### src/hdl/mrms_pkg.sv
`timescale 1ns / 1ps
// mrms_pkg: shared widths, constants and controller/datapath interface structs
// for the multichannel RMS meter. No dependencies.
package mrms_pkg;

    localparam int NUM_CH      = 16;
    localparam int CH_BITS     = 4;
    localparam int ACT_BITS    = 5;
    localparam int SAMPLE_BITS = 24;
    localparam int SQ_BITS     = 32;
    localparam int SUM_BITS    = 52;
    localparam int COUNT_BITS  = 20;
    localparam int DVD_BITS    = SUM_BITS + 16;
    localparam int ROOT_BITS   = 48;
    localparam int CNT_BITS    = 7;

    localparam logic [CNT_BITS-1:0] DIV_LAST  = CNT_BITS'(DVD_BITS - 1);
    localparam logic [CNT_BITS-1:0] ROOT_LAST = CNT_BITS'(ROOT_BITS / 2 - 1);
    localparam logic [CNT_BITS-1:0] FRAC_LAST = CNT_BITS'(31);

    localparam logic [SAMPLE_BITS-1:0] RMS_FULL = 24'h800000;
    localparam logic [SAMPLE_BITS-1:0] RMS_LO   = 24'd83886;
    localparam logic [DVD_BITS-1:0]    Q_OVF    = DVD_BITS'((64'd1 << 30) + 64'd1) << 16;
    localparam logic [13:0]            HALF_LOG10_2 = 14'd9864;
    localparam logic [7:0]             C_MIN    = 8'd26;
    localparam logic [7:0]             C_MAX    = 8'd230;

    // register map, indexed by paddr[2]
    localparam logic REG_CHANNELS = 1'b0;
    localparam logic REG_CONTRAST = 1'b1;

    typedef struct packed {
        logic               capture;
        logic               square;
        logic               acc;
        logic               div_init;
        logic               div_step;
        logic               root_init;
        logic               root_step;
        logic               rms_load;
        logic               norm_init;
        logic               norm_step;
        logic               frac_mul;
        logic               frac_upd;
        logic               lvl_a;
        logic               lvl_b;
        logic               out_load;
        logic               clear_all;
        logic               last;
        logic [CH_BITS-1:0] ch;
    } cmd_t;

    typedef struct packed {
        logic norm_done;
        logic out_free;
    } status_t;

endpackage

### src/hdl/mrms_ctrl.sv
`timescale 1ns / 1ps
// mrms_ctrl: sequencer for the RMS meter; drives mrms_dp through cmd_t.
// Depends on mrms_pkg.
module mrms_ctrl (
    input  logic                          aclk,
    input  logic                          aresetn,
    input  logic                          s_valid,
    input  logic                          s_opcode,
    output logic                          s_ready,
    input  logic [mrms_pkg::ACT_BITS-1:0] act,
    input  mrms_pkg::status_t             status,
    output mrms_pkg::cmd_t                cmd
);

    typedef enum logic [13:0] {
        ST_IDLE  = 14'b00000000000001,
        ST_SQ    = 14'b00000000000010,
        ST_ACC   = 14'b00000000000100,
        ST_START = 14'b00000000001000,
        ST_DIV   = 14'b00000000010000,
        ST_ROOTI = 14'b00000000100000,
        ST_ROOT  = 14'b00000001000000,
        ST_RMS   = 14'b00000010000000,
        ST_NORMI = 14'b00000100000000,
        ST_NORM  = 14'b00001000000000,
        ST_FRAC  = 14'b00010000000000,
        ST_LVLA  = 14'b00100000000000,
        ST_LVLB  = 14'b01000000000000,
        ST_EMIT  = 14'b10000000000000
    } state_t;

    state_t                             state_reg, state_next;
    logic [mrms_pkg::CNT_BITS-1:0]      cnt_reg, cnt_next;
    logic [mrms_pkg::CH_BITS-1:0]       ch_reg, ch_next;

    always_ff @(posedge aclk) begin
        if (!aresetn) begin
            state_reg <= ST_IDLE;
            cnt_reg   <= '0;
            ch_reg    <= '0;
        end else begin
            state_reg <= state_next;
            cnt_reg   <= cnt_next;
            ch_reg    <= ch_next;
        end
    end

    always_comb begin
        state_next = state_reg;
        cnt_next   = cnt_reg + 1'b1;
        ch_next    = ch_reg;
        s_ready    = 1'b0;
        cmd        = '0;
        cmd.ch     = ch_reg;
        cmd.last   = ({1'b0, ch_reg} == act - 1'b1);
        case (state_reg)
            ST_IDLE: begin
                s_ready = 1'b1;
                if (s_valid) begin
                    cmd.capture = 1'b1;
                    if (s_opcode) begin
                        ch_next    = '0;
                        state_next = ST_START;
                    end else begin
                        state_next = ST_SQ;
                    end
                end
            end
            ST_SQ: begin
                cmd.square = 1'b1;
                state_next = ST_ACC;
            end
            ST_ACC: begin
                cmd.acc    = 1'b1;
                state_next = ST_IDLE;
            end
            ST_START: begin
                cmd.div_init = 1'b1;
                cnt_next     = '0;
                state_next   = ST_DIV;
            end
            ST_DIV: begin
                cmd.div_step = 1'b1;
                if (cnt_reg == mrms_pkg::DIV_LAST) state_next = ST_ROOTI;
            end
            ST_ROOTI: begin
                cmd.root_init = 1'b1;
                cnt_next      = '0;
                state_next    = ST_ROOT;
            end
            ST_ROOT: begin
                cmd.root_step = 1'b1;
                if (cnt_reg == mrms_pkg::ROOT_LAST) state_next = ST_RMS;
            end
            ST_RMS: begin
                cmd.rms_load = 1'b1;
                state_next   = ST_NORMI;
            end
            ST_NORMI: begin
                cmd.norm_init = 1'b1;
                state_next    = ST_NORM;
            end
            ST_NORM: begin
                cnt_next = '0;
                if (status.norm_done) state_next = ST_FRAC;
                else cmd.norm_step = 1'b1;
            end
            ST_FRAC: begin
                // even count: square, odd count: renormalize and take a bit
                if (cnt_reg[0]) cmd.frac_upd = 1'b1;
                else cmd.frac_mul = 1'b1;
                if (cnt_reg == mrms_pkg::FRAC_LAST) state_next = ST_LVLA;
            end
            ST_LVLA: begin
                cmd.lvl_a  = 1'b1;
                state_next = ST_LVLB;
            end
            ST_LVLB: begin
                cmd.lvl_b  = 1'b1;
                state_next = ST_EMIT;
            end
            ST_EMIT: begin
                if (status.out_free) begin
                    cmd.out_load = 1'b1;
                    if (cmd.last) begin
                        cmd.clear_all = 1'b1;
                        state_next    = ST_IDLE;
                    end else begin
                        ch_next    = ch_reg + 1'b1;
                        state_next = ST_START;
                    end
                end
            end
            default: state_next = ST_IDLE;
        endcase
    end

endmodule

### config.mk
export PLATFORM = sky130hd
export DESIGN_NAME = mrms_ctrl
export DESIGN_NICKNAME = d
export VERILOG_FILES = /design/src/hdl/mrms_pkg.sv /design/src/hdl/mrms_ctrl.sv
export SDC_FILE = /design/constraint.sdc
export NUM_CORES = 1
export LEC_CHECK = 0
export ABC_CLOCK_PERIOD_IN_PS = 3400
export BUFFER_PORTS_ARGS = -buffer_cell sky130_fd_sc_hd__buf_2
export CORE_MARGIN = 5
export CORE_UTILIZATION = 30
export CTS_CLUSTER_SIZE = 24
export DETAILED_ROUTE_END_ITERATION = 16
export PLACE_DENSITY = 0.46
export SETUP_SLACK_MARGIN = 0.5
export SLEW_MARGIN = 20
export SYNTH_ARGS = -nofsm -noshare
export SYNTH_HDL_FRONTEND = slang
export SYNTH_SLANG_ARGS = --single-unit
### constraint.sdc
create_clock -name aclk -period 3.4 [get_ports aclk]
set_input_delay 0.51 -clock aclk [delete_from_list [all_inputs] [get_ports aclk]]
set_output_delay 0.51 -clock aclk [all_outputs]
set_load 0.05 [all_outputs]
# Word-level counts from Yosys, hierarchy flattened
# Index checks and enable logic that the tools add are counted.
dict set report totals {
  input_bits 11
  ff_bits 25
}
dict set report op_classes {
  n_bitwise 1
  n_reduce_logical 4
  muxes 35
  n_addsub 3
  eq_ne 26
}
# cell count
set op_table {}
lappend op_table {{14-bit case mux with 13 select lines} 1}
lappend op_table {{14-bit two-way mux} 6}
lappend op_table {{4-bit two-way mux} 6}
lappend op_table {{1-bit two-way mux} 18}
lappend op_table {{2-bit inequality test, second input constant} 8}
lappend op_table {{14-bit by 1-bit == test with 1-bit output, second input constant} 1}
lappend op_table {{14-bit by 10-bit == test with 1-bit output, second input constant} 1}
lappend op_table {{14-bit by 11-bit == test with 1-bit output, second input constant} 1}
lappend op_table {{14-bit by 12-bit == test with 1-bit output, second input constant} 1}
lappend op_table {{14-bit by 13-bit == test with 1-bit output, second input constant} 1}
lappend op_table {{14-bit == test, second input constant} 1}
lappend op_table {{14-bit by 2-bit == test with 1-bit output, second input constant} 1}
lappend op_table {{14-bit by 3-bit == test with 1-bit output, second input constant} 1}
lappend op_table {{14-bit by 4-bit == test with 1-bit output, second input constant} 1}
lappend op_table {{14-bit by 5-bit == test with 1-bit output, second input constant} 1}
lappend op_table {{14-bit by 6-bit == test with 1-bit output, second input constant} 1}
lappend op_table {{14-bit by 7-bit == test with 1-bit output, second input constant} 1}
lappend op_table {{14-bit by 8-bit == test with 1-bit output, second input constant} 1}
lappend op_table {{14-bit by 9-bit == test with 1-bit output, second input constant} 1}
lappend op_table {{7-bit by 5-bit == test with 1-bit output, second input constant} 2}
lappend op_table {{4-bit case mux with 2 select lines} 1}
lappend op_table {{7-bit by 1-bit adder with 7-bit output, second input constant} 1}
lappend op_table {{7-bit == test, second input constant} 1}
lappend op_table {{2-bit two-way mux} 3}
lappend op_table {{other kinds (8)} 8}

# Logic depth before layout (Yosys ltp)
dict set report depth {
  ltp_word 5
  depth_mapped 8
}

# Worst setup path before layout
# OpenSTA, ideal clock, no wires.
dict set report synth_timing {
  path_kind {reg-to-output}
  start {register state_reg[0]}
  end {output port cmd[12] in the netlist's numbering}
  setup_slack_ns 0.187
  arrival_time_ns 2.703
  required_ns 2.890
  path_stages_with_launch 5
  path_buffers 1
  cell_sequence {dfxtp_1 > buf_2 > nor4_4 > nand3_2 > nor4b_1}
}
# element line_no
set synth_lines {}
lappend synth_lines {{from (decl)} mrms_ctrl.sv:32} ;# state_t state_reg, state_next;
lappend synth_lines {{from (signal assigned)} mrms_ctrl.sv:42} ;# state_reg <= state_next;
lappend synth_lines {{to (decl)} mrms_ctrl.sv:12} ;# output mrms_pkg::cmd_t cmd

==> impl_metrics.csv <==
group,metric,value,unit
global_route,antenna_found_initial,0,
clock_network,cts.clk_slew.worst_paths,0.09,ns
sta,tightest_slew,0.568,ns
worst_setup_path,regToRegEndpoint,"state_reg[7]",
yosys,syn-num-nets,213,
die,coreArea,5470,µm²
global_route,grt_max_degree,17,
clock_network,clk_latency,0.27,ns
finish,fillerInstances,588,
clock_network,cts_tree,"built",
global_route,grt_pass1_vias,1451,
route,route.detailed.drc,0,
sta,setup_viol,0,
die,die_h,84.7,µm
die,fp-row-count,27,
place,port_buffers,32,
power,total_power,838,µW
sta,fin_skew,0.00577,ns
sta,report.final.slew_viol_count,0,
yosys,synth_area,1670,µm²
clock_network,cts_root_buffer,"clkbuf_8",
worst_setup_path,rr_worst_depth,7,
die,fp.dieW,84.7,µm
place,placed_area,1900,µm²
sta,min_period,2.69,ns
yosys,synth_flop_cell,"dfxtp_1",
power,power.density,424,nW/µm²
finish,final_cell_mix,"buf_2 (32), dfxtp_1 (25), nor2_1 (24)",
power,leakage,0.000841,µW
yosys,netlist_instances,199,
finish,final_layout_size_suffix_gt1_share,24.6,%
route,dr.pass1.iters,5,
global_route,grt_pass1_wl,7020,µm
global_route,grt_use_total,11.9,%
worst_setup_path,crit-reg2reg-launch,"cnt_reg[0]",
route,vias_per_cell,5.06,
sta,slew_headroom,62.1,%
route,avgRoutedWirePerCell,14.0,µm
finish,diodes,0,
clock_network,cts_sinks,25,
die,start_util,30.6,%
yosys,ys_ff_latch,25,
yosys,avgSynthCellArea,8.41,µm²
sta,max_freq,0.372,GHz
worst_hold_path,hold_class,"reg2reg",
finish,largest_reg_flops,14,
yosys,synth_top_cell_by_area,"dfxtp_1",
finish,final_common_cell,"buf_2",
die,die_area,7170,µm²
yosys,synth_top_cell_area_share,29.9,%
finish,multi_input_area,1120,µm²
yosys,synth_cell_types,50,
worst_hold_path,min_path_cells,1,
worst_setup_path,crit_required,2.89,ns
yosys,synth_edf_count,0,
yosys,synth_seq_area_share,29.9,%
finish,nets,247,
finish,syn_to_final_growth,18.0,%
worst_setup_path,rrSetupSlack,0.94,ns
place,gp_congestion,0.838,
clock_network,cts_buffers,3,
finish,fin_area,1970,µm²
global_route,grt.overflow.total,0,
die,pin_count,33,
clock_network,cts_max_path_buffers,2,
route,drtIter0Drc,87,
worst_setup_path,cp-end-kind,"output port",
finish,regArea,500,µm²
power,vdd_ir_drop_max,0.194,mV
sta,tns,0,ns
sta,rsz0062_at_grt,"false",
sta,hold_viol_final,0,
worst_hold_path,whs_endpoint,"cnt_reg[0]",
worst_setup_path,worstPathArrival,2.18,ns
yosys,ys_top_cells_by_area,"dfxtp_1 (30%), nor2_1 (5.4%), xor2_1 (4.7%), xnor2_1 (3.7%), nor3_1 (3.3%)",
sta,finalCritPeriodShare,79.0,%
worst_setup_path,path_class,"reg2out",
route,drt-total-wl,4250,µm
worst_setup_path,setup.worst_path.start_class,"flip-flop",
worst_setup_path,critPathMaxFanout,9,
yosys,synthArstFlopShare,0,%
yosys,yosys_warnings,0,
place,dp_hpwl,3330,µm
clock_network,cts_hold_buf,0,
worst_hold_path,min_from,"cnt_reg[0]",
clock_network,h-tree-depth,1,
status,status,"finished, final reports clean",
job,maxCapViolCount,0,
route,route.antenna.remaining_nets,0,
route,dr_total_vias,1538,
[kinds of logic after synthesis]
logic type,count (synthesis),share of synthesized area (%)
compound gates,25,12.2
xor+xnor,16,8.38
fa+ha+maj,3,2.24
buf+inv,12,3.59
flops,25,29.9
mux,4,2.39
simple gates,114,41.3
[critical path, cell delays in order (launching register included)]
cell	delay (ns)
dfxtp_1	0.41
or4_4	0.61
nor4_4	0.31
and2_1	0.18
and2_1	0.13
buf_2	0.26
[per-stage QoR]
step                      setup slack [ns]  util, %  hold slack, ns  instances
after global routing                 0.552     36.1           0.538        304
after CTS                            0.572     35.5           0.486        300
after global placement               0.871     34.6           0.457        296
final                                0.713     36.1           0.482        304
after detailed placement             0.859     34.6           0.469        296
after floorplan                      0.517        -           0.433        199
[layout make-up]
cell class | instances | share of cell area, %
Multi-Input combinational cell | 162 | 56.8
Timing Repair Buffer | 37 | 10.0
Inverter | 4 | 0.760
Tap cell | 72 | 4.56
Sequential cell | 25 | 25.3
Clock inverter | 1 | 0.380
Clock buffer | 3 | 2.09
[per-layer routing]
layer	vias up	part of all wire, %	global-route usage [%]
met3	2	3.5	3.14
li1	790	-	-
met1	725	49	16.0
met2	21	47	18.4
met5	-	0	0
met4	0	0.68	3.60
[repair_timing]
item                                    4_1_cts  5_1_grt
gates resized for setup                       0        0
setup buffers                                 0        4
endpoints found under the setup margin        0        3
[how the worst max path moves through the flow]
stage                  start  cells after the start       to
2_1_floorplan   state_reg[7]                      5  cmd[17]
3_3_place_gp          act[0]                      9   cmd[5]
3_5_place_dp          act[0]                      9   cmd[5]
4_1_cts         state_reg[7]                      5   cmd[5]
5_1_grt        state_reg[10]                      6  cmd[17]
6_report        state_reg[7]                      5   cmd[5]
[power breakdown]
part / leakage [µW] / switching (µW) / internal [µW] / total, µW
Sequential: 0.000202 / 31.5 / 308 / 339
Combinational: 0.000617 / 201 / 117 / 317
Clock: 0.0000217 / 98.2 / 83.1 / 181
[cells in the mapped netlist (5+ instances only)]
cell	number
nand2_1	14
nand2b_1	5
nand3_1	9
nor2_1	24
buf_2	6
xnor2_1	7
nor3b_1	5
nor3_1	11
o21ai_0	5
xor2_1	9
and2_1	6
and3_1	7
dfxtp_1	25
No activity file was read; power rests on OpenSTA's default activity.
